$ cat config.mk
export PLATFORM = sky130hd
export DESIGN_NAME = edid_descriptor_text_extractor
export DESIGN_NICKNAME = d
export VERILOG_FILES = /design/src/rtl/core/edt_pkg.sv /design/src/rtl/core/edt_parser.sv /design/src/rtl/core/edid_descriptor_text_extractor.sv
export SDC_FILE = /design/constraint.sdc
export NUM_CORES = 1
export LEC_CHECK = 0
export BUFFER_PORTS_ARGS = -buffer_cell sky130_fd_sc_hd__buf_2
export CORE_MARGIN = 2
export CORE_UTILIZATION = 59
export CTS_CLUSTER_SIZE = 40
export DETAILED_ROUTE_END_ITERATION = 16
export PLACE_DENSITY = 0.88
export SYNTH_ARGS = -nofsm -noshare
export SYNTH_HDL_FRONTEND = slang
export SYNTH_SLANG_ARGS = --single-unit
$ cat constraint.sdc
create_clock -name clk -period 4.22 [get_ports clk]
set_input_delay 0.422 -clock clk [delete_from_list [all_inputs] [get_ports clk]]
set_output_delay 0.422 -clock clk [all_outputs]
set_load 0.1 [all_outputs]
$ cat src/rtl/core/edt_pkg.sv
// ----------------------------------------------------------------------------
// edt_pkg: shared definitions for the EDID descriptor text extractor
// Constants, configuration register indexes and the result record type.
// ----------------------------------------------------------------------------
package edt_pkg;

  localparam int POS_W       = 7;
  localparam int POS_MAX     = 127;
  localparam int DESC_SIZE   = 18;
  localparam int DESC_START  = 54;
  localparam int HDR_LEN     = 5;
  localparam int TAG_HDR_OFF = 3;

  localparam int DESCRIPTOR_COUNT_DEFAULT = 4;
  localparam int TEXT_LENGTH_DEFAULT      = 13;

  localparam int VENDOR_HI_POS = 8;
  localparam int VENDOR_LO_POS = 9;

  localparam int CFG_DATA_W  = 16;
  localparam int CFG_INDEX_W = 1;

  localparam logic [7:0]  TAG_RESET  = 8'hFC;
  localparam logic [15:0] MFR_RESET  = 16'h10AC;
  localparam logic [7:0]  CHAR_DOT   = 8'h2E;
  localparam logic [7:0]  CHAR_NUL   = 8'h00;
  localparam logic [7:0]  CHAR_LF    = 8'h0A;

  typedef enum logic [CFG_INDEX_W-1:0] {
    CFG_DESCRIPTOR_TAG  = 1'b0,
    CFG_MANUFACTURER_ID = 1'b1
  } cfg_index_t;

  typedef enum logic {
    KIND_TEXT    = 1'b0,
    KIND_SUMMARY = 1'b1
  } result_kind_t;

  typedef struct packed {
    result_kind_t kind;
    logic [7:0]   text_char;
    logic         descriptor_found;
    logic         vendor_match;
    logic         last_result;
  } result_t;

  typedef struct packed {
    logic [1:0] count;
    result_t    first;
    result_t    second;
  } result_pair_t;

  function automatic logic is_alnum(input logic [7:0] c);
    is_alnum = (c >= 8'h30 && c <= 8'h39) || (c >= 8'h41 && c <= 8'h5A) ||
               (c >= 8'h61 && c <= 8'h7A);
  endfunction

endpackage

$ cat src/rtl/core/edt_parser.sv
// ----------------------------------------------------------------------------
// edt_parser: per-byte EDID parsing
// Tracks byte position and descriptor offset, matches descriptor headers and
// the vendor ID, and forms up to two results for each accepted byte.
// ----------------------------------------------------------------------------
module edt_parser
  import edt_pkg::*;
#(
  parameter int DESCRIPTOR_COUNT = DESCRIPTOR_COUNT_DEFAULT,
  parameter int TEXT_LENGTH      = TEXT_LENGTH_DEFAULT
) (
  input  logic         clk,
  input  logic         rst,
  input  logic         fire,
  input  logic [7:0]   edid_byte,
  input  logic         end_of_edid,
  input  logic [7:0]   descriptor_tag,
  input  logic [15:0]  manufacturer_id,
  output result_pair_t results
);

  localparam int OFF_W    = $clog2(DESC_SIZE);
  localparam int AREA_END = DESC_START + DESC_SIZE * DESCRIPTOR_COUNT;
  localparam int TEXT_END = HDR_LEN - 1 + TEXT_LENGTH;

  logic [POS_W-1:0] byte_position, byte_position_next;
  logic [OFF_W-1:0] desc_off, desc_off_next;
  logic header_matching, header_matching_next;
  logic found_flag, found_flag_next;
  logic text_stopped, text_stopped_next;
  logic vendor_first_ok, vendor_first_ok_next;
  logic vendor_ok, vendor_ok_next;

  logic       in_area;
  logic       emit;
  logic       hdr_ok;
  logic [7:0] ch;
  result_t    char_res;
  result_t    sum_res;

  always_comb begin
    in_area = (byte_position >= POS_W'(DESC_START)) &&
              ({1'b0, byte_position} < (POS_W + 1)'(AREA_END));
    byte_position_next   = byte_position;
    desc_off_next        = desc_off;
    header_matching_next = header_matching;
    found_flag_next      = found_flag;
    text_stopped_next    = text_stopped;
    vendor_first_ok_next = vendor_first_ok;
    vendor_ok_next       = vendor_ok;
    emit   = 1'b0;
    hdr_ok = 1'b0;
    ch     = is_alnum(edid_byte) ? edid_byte : CHAR_DOT;

    if (byte_position == POS_W'(VENDOR_HI_POS)) begin
      vendor_first_ok_next = (edid_byte == manufacturer_id[15:8]);
    end else if (byte_position == POS_W'(VENDOR_LO_POS)) begin
      vendor_ok_next = vendor_first_ok && (edid_byte == manufacturer_id[7:0]);
    end

    if (in_area) begin
      desc_off_next = (desc_off == OFF_W'(DESC_SIZE - 1)) ? '0 : desc_off + 1'b1;
      if (!found_flag) begin
        if (desc_off < OFF_W'(HDR_LEN)) begin
          hdr_ok = (desc_off == OFF_W'(TAG_HDR_OFF)) ? (edid_byte == descriptor_tag)
                                                    : (edid_byte == 8'h00);
          header_matching_next = (desc_off == '0) ? hdr_ok : (header_matching && hdr_ok);
          if (desc_off == OFF_W'(HDR_LEN - 1) && header_matching_next) begin
            found_flag_next = 1'b1;
          end
        end
      end else if (!text_stopped && desc_off >= OFF_W'(HDR_LEN)) begin
        if (edid_byte == CHAR_NUL || edid_byte == CHAR_LF) begin
          text_stopped_next = 1'b1;
        end else begin
          emit = 1'b1;
          if ({1'b0, desc_off} >= (OFF_W + 1)'(TEXT_END)) begin
            text_stopped_next = 1'b1;
          end
        end
      end
    end

    if (byte_position != POS_W'(POS_MAX)) begin
      byte_position_next = byte_position + 1'b1;
    end

    char_res.kind             = KIND_TEXT;
    char_res.text_char        = ch;
    char_res.descriptor_found = 1'b0;
    char_res.vendor_match     = 1'b0;
    char_res.last_result      = !end_of_edid;

    sum_res.kind             = KIND_SUMMARY;
    sum_res.text_char        = 8'h00;
    sum_res.descriptor_found = found_flag_next;
    sum_res.vendor_match     = vendor_ok_next;
    sum_res.last_result      = 1'b1;

    results.count  = {1'b0, emit} + {1'b0, end_of_edid};
    results.first  = emit ? char_res : sum_res;
    results.second = sum_res;

    if (end_of_edid) begin
      byte_position_next   = '0;
      desc_off_next        = '0;
      header_matching_next = 1'b1;
      found_flag_next      = 1'b0;
      text_stopped_next    = 1'b0;
      vendor_first_ok_next = 1'b0;
      vendor_ok_next       = 1'b0;
    end
  end

  always_ff @(posedge clk) begin
    if (rst) begin
      byte_position   <= '0;
      desc_off        <= '0;
      header_matching <= 1'b1;
      found_flag      <= 1'b0;
      text_stopped    <= 1'b0;
      vendor_first_ok <= 1'b0;
      vendor_ok       <= 1'b0;
    end else if (fire) begin
      byte_position   <= byte_position_next;
      desc_off        <= desc_off_next;
      header_matching <= header_matching_next;
      found_flag      <= found_flag_next;
      text_stopped    <= text_stopped_next;
      vendor_first_ok <= vendor_first_ok_next;
      vendor_ok       <= vendor_ok_next;
    end
  end

endmodule

$ cat src/rtl/core/edid_descriptor_text_extractor.sv
// ----------------------------------------------------------------------------
// edid_descriptor_text_extractor: EDID display descriptor text extractor
// Streams EDID bytes in and emits the text of the first matching display
// descriptor, followed by a found / vendor-match summary at the last byte.
// ----------------------------------------------------------------------------
// Usage:
//   Input channel (in_valid/in_ready): one EDID byte per transaction, with
//   end_of_edid set on the final byte. Output channel (out_valid/out_ready):
//   one result per transaction, text characters then a summary record.
//   cfg_we/cfg_index/cfg_data write descriptor_tag (index 0) and
//   manufacturer_id (index 1); write only while the block is idle.
//   A result is registered into the buffer when its byte is accepted.
//   Throughput: one byte per cycle while in_ready holds. The results of a
//   byte are queued in a four-entry result buffer; a byte is taken while at
//   least two entries are free, so a byte that yields two results (final
//   text character plus the summary) takes two transactions on the single
//   output port. A stalled receiver fills the buffer and then deasserts
//   in_ready; nothing is dropped.
//   Reset: synchronous; clears parser state and the buffer and loads the
//   register defaults (tag 0xFC, manufacturer ID 0x10AC).
// ----------------------------------------------------------------------------
module edid_descriptor_text_extractor
  import edt_pkg::*;
#(
  parameter int DESCRIPTOR_COUNT = DESCRIPTOR_COUNT_DEFAULT,
  parameter int TEXT_LENGTH      = TEXT_LENGTH_DEFAULT
) (
  input  logic                   clk,
  input  logic                   rst,
  input  logic                   in_valid,
  output logic                   in_ready,
  input  logic [7:0]             edid_byte,
  input  logic                   end_of_edid,
  output logic                   out_valid,
  input  logic                   out_ready,
  output logic                   result_kind,
  output logic [7:0]             text_char,
  output logic                   descriptor_found,
  output logic                   vendor_match,
  output logic                   last_result,
  input  logic                   cfg_we,
  input  logic [CFG_INDEX_W-1:0] cfg_index,
  input  logic [CFG_DATA_W-1:0]  cfg_data
);

  localparam int DEPTH = 4;
  localparam int PTR_W = $clog2(DEPTH);
  localparam int CNT_W = $clog2(DEPTH + 1);

  logic [7:0]  descriptor_tag;
  logic [15:0] manufacturer_id;

  result_pair_t results;
  result_t      buffer [DEPTH];
  result_t      head;
  logic [PTR_W-1:0] wr_ptr, rd_ptr;
  logic [CNT_W-1:0] count, count_next;
  logic in_fire, out_fire;

  assign in_ready  = (count <= CNT_W'(DEPTH - 2));
  assign out_valid = (count != '0);
  assign in_fire   = in_valid && in_ready;
  assign out_fire  = out_valid && out_ready;

  always_ff @(posedge clk) begin
    if (rst) begin
      descriptor_tag  <= TAG_RESET;
      manufacturer_id <= MFR_RESET;
    end else if (cfg_we) begin
      unique case (cfg_index_t'(cfg_index))
        CFG_DESCRIPTOR_TAG:  descriptor_tag  <= cfg_data[7:0];
        CFG_MANUFACTURER_ID: manufacturer_id <= cfg_data[15:0];
        default: ;
      endcase
    end
  end

  edt_parser #(
    .DESCRIPTOR_COUNT(DESCRIPTOR_COUNT),
    .TEXT_LENGTH     (TEXT_LENGTH)
  ) u_parser (
    .clk            (clk),
    .rst            (rst),
    .fire           (in_fire),
    .edid_byte      (edid_byte),
    .end_of_edid    (end_of_edid),
    .descriptor_tag (descriptor_tag),
    .manufacturer_id(manufacturer_id),
    .results        (results)
  );

  always_comb begin
    count_next = count;
    if (in_fire) begin
      count_next = count_next + CNT_W'(results.count);
    end
    if (out_fire) begin
      count_next = count_next - 1'b1;
    end
  end

  always_ff @(posedge clk) begin
    if (in_fire) begin
      if (results.count != 2'd0) begin
        buffer[wr_ptr] <= results.first;
      end
      if (results.count == 2'd2) begin
        buffer[wr_ptr + 1'b1] <= results.second;
      end
    end
  end

  always_ff @(posedge clk) begin
    if (rst) begin
      wr_ptr <= '0;
      rd_ptr <= '0;
      count  <= '0;
    end else begin
      count <= count_next;
      if (in_fire) begin
        wr_ptr <= wr_ptr + PTR_W'(results.count);
      end
      if (out_fire) begin
        rd_ptr <= rd_ptr + 1'b1;
      end
    end
  end

  assign head             = buffer[rd_ptr];
  assign result_kind      = head.kind;
  assign text_char        = head.text_char;
  assign descriptor_found = head.descriptor_found;
  assign vendor_match     = head.vendor_match;
  assign last_result      = head.last_result;

  a_count_bound: assert property (@(posedge clk) disable iff (rst)
    count <= CNT_W'(DEPTH))
    else $error("result buffer count exceeds depth");

  a_room_on_accept: assert property (@(posedge clk) disable iff (rst)
    in_fire |-> (count <= CNT_W'(DEPTH - 2)))
    else $error("byte accepted without room for two results");

  a_reset_empty: assert property (@(posedge clk)
    rst |=> (count == '0) && !out_valid)
    else $error("result buffer not empty after reset");

  a_summary_last: assert property (@(posedge clk) disable iff (rst)
    (out_valid && result_kind == KIND_SUMMARY) |-> last_result)
    else $error("summary record not flagged as last result");

endmodule

==> results of run 1 <==
-- how the worst max path moves through the flow --
stage	startpoint	endpoint	slack [ns]
detailed placement	u_parser.byte_position[0]	count[1]	0.99
finish	u_parser.byte_position[0]	count[1]	0.99
CTS	u_parser.byte_position[0]	count[1]	0.97
global route	u_parser.desc_off[1]	count[1]	0.76
floorplan	u_parser.byte_position[0]	count[1]	1.26
global placement	u_parser.byte_position[0]	count[1]	1.14
-- cell usage in the layout, fill, tap and decap left out, types with 2 or more instances in the layout --
| master | count |
|---|---|
| a211o_1 | 6 |
| a211oi_1 | 2 |
| a21o_1 | 2 |
| a21oi_1 | 30 |
| a31oi_1 | 5 |
| and2_1 | 6 |
| buf_2 | 44 |
| clkbuf_8 | 9 |
| dfxtp_1 | 90 |
| edfxtp_1 | 8 |
| ha_1 | 13 |
| inv_1 | 16 |
| inv_2 | 2 |
| inv_6 | 4 |
| mux2i_1 | 5 |
| mux4_2 | 12 |
| nand2_1 | 77 |
| nand2b_1 | 2 |
| nand3_1 | 15 |
| nand3b_1 | 6 |
| nand4_1 | 7 |
| nor2_1 | 42 |
| nor2b_1 | 11 |
| nor3_1 | 6 |
| nor4_1 | 4 |
| o21a_1 | 8 |
| o21ai_0 | 24 |
| o21ai_1 | 11 |
| o21ai_2 | 7 |
| o31ai_1 | 2 |
| or2_1 | 2 |
| or2_4 | 3 |
| or3_1 | 9 |
| or4_1 | 2 |
| xnor2_1 | 30 |
| xor2_1 | 4 |
-- area by class of cell --
class	instances	area [um2]	share of cell area
clock buffer	9	124	0.0237
clock inverter	7	92.6	0.0177
inverter	19	76.3	0.0146
multi-input combinational	378	2540	0.487
sequential	98	2040	0.391
tap	102	128	0.0244
timing repair buffer	44	220	0.0421
-- routing by layer --
| metal | vias to the layer above | wire, um | share of wire |
|---|---|---|---|
| li1 | 1885 | - | - |
| met1 | 1848 | 4680 | 0.44 |
| met2 | 120 | 5130 | 0.49 |
| met3 | 21 | 538 | 0.051 |
| met4 | 0 | 179 | 0.017 |
| met5 | - | 0 | 0 |
-- state kept, by name, indices dropped and copies added (netlist names), named ones only --
signal / flops
buffer: 48
manufacturer_id: 16
descriptor_tag: 8
u_parser.byte_position: 7
u_parser.desc_off: 5
count: 3
rd_ptr: 2
wr_ptr: 2
u_parser.found_flag: 1
u_parser.header_matching: 1
u_parser.text_stopped: 1
u_parser.vendor_first_ok: 1
u_parser.vendor_ok: 1
-- cell usage after synthesis (all sizes together) (3+ instances only) --
master,count
mux4,12
a211oi,3
o31ai,3
nand4,7
nor3,6
clkbuf,12
or2,5
edfxtp,8
a31oi,5
nand3b,6
and2,7
a211o,6
o21a,8
a21oi,32
xor2,4
mux2i,5
buf,16
dfxtp,90
o21ai,42
nor2b,11
or3,9
nand2,78
nand3,15
ha,13
xnor2,30
inv,19
nor4,6
nor2,42
-- kinds of logic (layout without fill, tap and decap cells) --
kind of cell / Yosys count / after routing
DFF: 98 / 98
muxes: 17 / 17
adders and majority gates: 14 / 14
buffers and inverters: 47 / 79
xor gates and xnor gates: 34 / 34
and+or+nand+nor: 201 / 201
AOI/OAI and AO/OA: 112 / 112
-- worst max-delay path, delay by kind of cell, from the launching register on --
kind | cells | cell delay, ns
AO/OA/AOI/OAI | 4 | 0.76
buffers and inverters | 3 | 0.28
AND/OR/NAND/NOR | 3 | 0.35
flip-flops | 1 | 0.44
adder cells (fa/ha/maj) | 5 | 1.33
-- power groups by stage --
stage	Combinational, mW	Clock [mW]	Sequential (mW)
finish	0.681	0.650	1.10
floorplan	0.598	0	1.08
detailed placement	0.680	0	1.13
CTS	0.683	0.657	1.11
global placement	0.663	0	1.12
global route	0.735	0.697	1.12
==> flow_summary.json, run 1 <==
{
  "synth_xor_area_frac": 0.0622,
  "grt_pass1_vias": 3829,
  "power_mw": 2.44,
  "p_leak_nw": 1.94,
  "drc": 0,
  "synth_ff_type": "dfxtp_1",
  "globalplace.congestion": 0.901,
  "ys_seq_area_frac": 0.426,
  "synth_top_cell_area_share": 0.376,
  "ant_nets": 0,
  "synthAdderAreaFrac": 0.0381,
  "antenna_found_initial": 0,
  "synth-edff-count": 8,
  "grt_overflow_total": 0,
  "cts_resized": 0,
  "synthMuxAreaShare": 0.0669,
  "synth_area_um2": 4790,
  "num_vias": 3874,
  "drt-wirelength-per-cell_um": 16.0,
  "drive_above_1_share": 0.173,
  "grt.met3_usage": 0.0417,
  "syn_avg_cell_area_um2": 9.16,
  "cts_root_buffer": "clkbuf_8",
  "firstDrtPassIters": 5,
  "start_util": 0.614,
  "rr_startpoint": "u_parser.byte_position[0]",
  "clockPowerShare": 0.267,
  "cpMostUsedCell": "ha_1",
  "grt_start_max_net_pins": 41,
  "status": "complete, no violations",
  "ys_ff_latch": 98,
  "clockBufferDepth": 2,
  "core.rowCount": 32,
  "finalClockSkew_ns": 0.0128,
  "syn_inst": 523,
  "period_share": 0.766,
  "grt-busiest-layer": "met2",
  "synth_top_family_by_area": "simple AND/OR/NAND/NOR gates",
  "grt_pass1_wl_um": 17600,
  "dp_cells": 641,
  "path_class": "reg2reg",
  "hold_end": "descriptor_tag[7]",
  "synthArstFlopShare": 0,
  "rsz0062_at_grt": "no",
  "max_stage_delay_ns": 0.44,
  "cp-start-kind": "flip-flop",
  "reg2reg_slack_ns": 0.99,
  "cts_buffers": 9,
  "grt_use_met2": 0.420,
  "synthSimpleGateAreaFrac": 0.207,
  "area_delta_synth_final_pct": 9.11,
  "rr_endpoint": "count[1]",
  "cts_hold_buf": 0,
  "power_switching_mw": 0.914,
  "synth_compound_area_frac": 0.157,
  "fin_cells": 657,
  "die_w_um": 94.1,
  "clk_pin_slew_ns": 0.10,
  "p_seq_frac": 0.454,
  "clock_latency_ns": 0.38,
  "die_area_um2": 8860,
  "clock-sinks": 98,
  "fmax_mhz": 309,
  "pre_cts_slack_ns": 0.992,
  "antenna_cells": 0,
  "fillCellCount": 605,
  "netlist-cell-type-count": 63,
  "min_path_cells": 2,
  "worst_pin_slew_ns": 0.975,
  "portBuffers": 44,
  "crit_arrival_ns": 3.53,
  "max_cap_viol_count": 0,
  "drtIter0Drc": 182,
  "post_cts_buffers": 0,
  "yosysWarnings": 0,
  "met1_usage": 0.327,
  "critPathCaptureType": "flip-flop",
  "fin_ws_ns": 0.988,
  "peakVddDrop_v": 0.000406,
  "yosys.area.top_type": "dfxtp_1",
  "utilization": 0.670,
  "relSlewSlack": 0.349,
  "htreeDepth": 3,
  "slowest_stage": "dfxtp_1",
  "synth.area.top_cells": "dfxtp_1 38%, nand2_1 6.0%, mux4_2 5.6%, xnor2_1 5.5%, edfxtp_1 5.0%",
  "holdWs_ns": 0.261,
  "globalRouteTotalUtil": 0.253,
  "rr_worst_depth": 15,
  "viasPerCell": 5.90,
  "wirelength_um": 10500,
  "pwr-share-comb": 0.280,
  "layout.nets": 595,
  "drv_slew": 0,
  "path_cells": "inv_1 > ha_1 > o21ai_2 > a21oi_1 > o2111a_4 > inv_6 > ha_1 > ha_1 > inv_1 > fa_1 > nor2_1 > nor2_1 > ha_1 > nand2b_1 > a21oi_1",
  "cts_tree": "done",
  "min_path_type": "in2reg",
  "power.density_nw_per_um2": 466,
  "required_ns": 4.52,
  "syn_nets": 568,
  "setup_viol": 0,
  "min_from": "cfg_data[7]",
  "setup_tns_ns": 0,
  "swShare": 0.375,
  "placed_area_um2": 5010,
  "intPower_mw": 1.52,
  "fin_area_um2": 5230,
  "fp.coreArea_um2": 7810,
  "post-dp-hpwl_um": 7620,
  "finalCriticalPeriod_ns": 3.23,
  "die_h_um": 94.1,
  "hold_viol_final": 0,
  "path_max_fanout": 8,
  "ios": 45
}
No activity file was read; power rests on OpenSTA's default activity.
==> run 2: changes to the inputs <==
Clock period 4.22 ns to 3.1 ns, I/O delays scaled along.
==> run 2 against run 1 <==
  * Maximum frequency is 8.6% higher
  * Clock-buffer cell count is 1 higher
  * Die area stayed put
  * Register-to-register slack worse by 0.86 ns
  * Sequential share of layout area is 0.98 points lower
  * Worst setup slack worse by 0.86 ns
  * Final area is 2.8% higher
  * Largest power group unchanged
==> flow_summary.json, run 2 (synthesis gave the netlist of run 1 again) <==
{
  "critPathTopFamily": "adder cells",
  "largest_register_ffs": 48,
  "start_util": 0.614,
  "utilization": 0.688,
  "viasPerCell": 5.93,
  "rsz0062_at_grt": "no",
  "die_w_um": 94.1,
  "setup_viol": 0,
  "cpMostUsedCell": "ha_1",
  "slowest_stage": "fa_1",
  "placed_area_um2": 5130,
  "critPathCaptureType": "flip-flop",
  "firstDrtPassIters": 5,
  "cts_buffers": 9,
  "grt_overflow_total": 0,
  "ios": 45,
  "grt_start_max_net_pins": 41,
  "post-dp-hpwl_um": 8060,
  "die_area_um2": 8860,
  "drv_slew": 0,
  "htreeDepth": 3,
  "fin_area_um2": 5370,
  "hold_viol_final": 0,
  "path_cells": "inv_1 > ha_1 > o21ai_2 > a21oi_1 > o2111a_4 > inv_6 > ha_1 > ha_1 > inv_1 > fa_1 > nor2_2 > nor2_1 > ha_1 > nand2b_1 > a21oi_1",
  "fillCellCount": 583,
  "final_common_cell": "dfxtp_1",
  "max_stage_delay_ns": 0.42,
  "drtIter0Drc": 189,
  "core.rowCount": 32,
  "cp-start-kind": "flip-flop",
  "antenna_cells": 0,
  "grt_pass1_wl_um": 18700,
  "path_class": "reg2reg",
  "clk_pin_slew_ns": 0.10,
  "grt_pass1_vias": 3918,
  "globalplace.congestion": 0.923,
  "clock_latency_ns": 0.37,
  "globalRouteTotalUtil": 0.271,
  "cts_root_buffer": "clkbuf_8",
  "setup_tns_ns": 0,
  "fp.coreArea_um2": 7810,
  "ant_nets": 0,
  "drt-wirelength-per-cell_um": 16.6,
  "required_ns": 3.39,
  "die_h_um": 94.1,
  "worst_pin_slew_ns": 1.03,
  "p_leak_nw": 2.01,
  "drc": 0,
  "clockBufferDepth": 2,
  "cts_hold_buf": 0,
  "wirelength_um": 11200,
  "period_share": 0.960,
  "drive_above_1_share": 0.210,
  "clock-sinks": 98,
  "antenna_found_initial": 0,
  "layout.nets": 612,
  "top_regs": "buffer: 48 flops, manufacturer_id: 16 flops, descriptor_tag: 8 flops",
  "crit_buf_inv": 3,
  "crit_arrival_ns": 3.27,
  "power.density_nw_per_um2": 618,
  "relSlewSlack": 0.311,
  "path_max_fanout": 7,
  "num_vias": 3994,
  "multiInputGateArea_um2": 2570,
  "peakVddDrop_v": 0.000604,
  "finalCriticalPeriod_ns": 2.98,
  "min_path_type": "in2reg",
  "area_delta_synth_final_pct": 12.1,
  "status": "complete, no violations",
  "cts_tree": "done",
  "layout_common_cells": "87 x dfxtp_1, 77 x nand2_1, 44 x buf_2, 41 x nor2_1",
  "max_cap_viol_count": 0,
  "fmax_mhz": 336,
  "portBuffers": 44,
  "power_mw": 3.32,
  "largest_register": "buffer",
  "layout.area.seq_um2": 2050,
  "finalClockSkew_ns": 0.0140
}
[run 2: timing repair]
item	CTS	global route
gates resized for setup	1	7
buffers inserted	1	0
endpoints found under the setup margin	1	4
pin swaps	1	2
[run 2: layer usage]
metal  track usage  up-vias  part of all wire
met5             0        -                 0
met4         0.100        0             0.021
met3        0.0610       26             0.066
met2         0.457      162              0.49
met1         0.338     1894              0.42
li1              -     1912                 -
[run 2: stage by stage]
stage | hold slack [ns] | setup WS (ns) | cells
floorplan | 0.420 | 0.144 | 523
global placement | 0.430 | 0.174 | 657
detailed placement | 0.442 | 0.0261 | 657
finish | 0.152 | 0.123 | 674
global route | 0.150 | 0.00268 | 674
CTS | 0.142 | 0.0110 | 674
[run 2: path summary, 6_finish.rpt]
check,depth (start not counted),from,to,slack [ns]
setup / recovery,15,u_parser.byte_position[0],count[1],0.12
hold / removal,2,cfg_data[3],descriptor_tag[3],0.15
setup reg to reg,15,u_parser.byte_position[0],count[1],0.12
hold reg to reg,2,buffer[2][5],buffer[2][5],0.46
[run 2: layout make-up]
cell class                      instances  share of cell area
Clock buffer                           10              0.0277
Clock inverter                          6              0.0107
Inverter                               19              0.0142
Multi-Input combinational cell        378               0.478
Sequential cell                        98               0.381
Tap cell                              102              0.0238
Timing Repair Buffer                   61              0.0648
[run 2: power by group]
group,internal [mW],switching (mW),leakage (nW)
Combinational,0.323,0.655,1.10
Clock,0.356,0.486,0.103
Sequential,1.37,0.124,0.803
Total,2.05,1.26,2.01
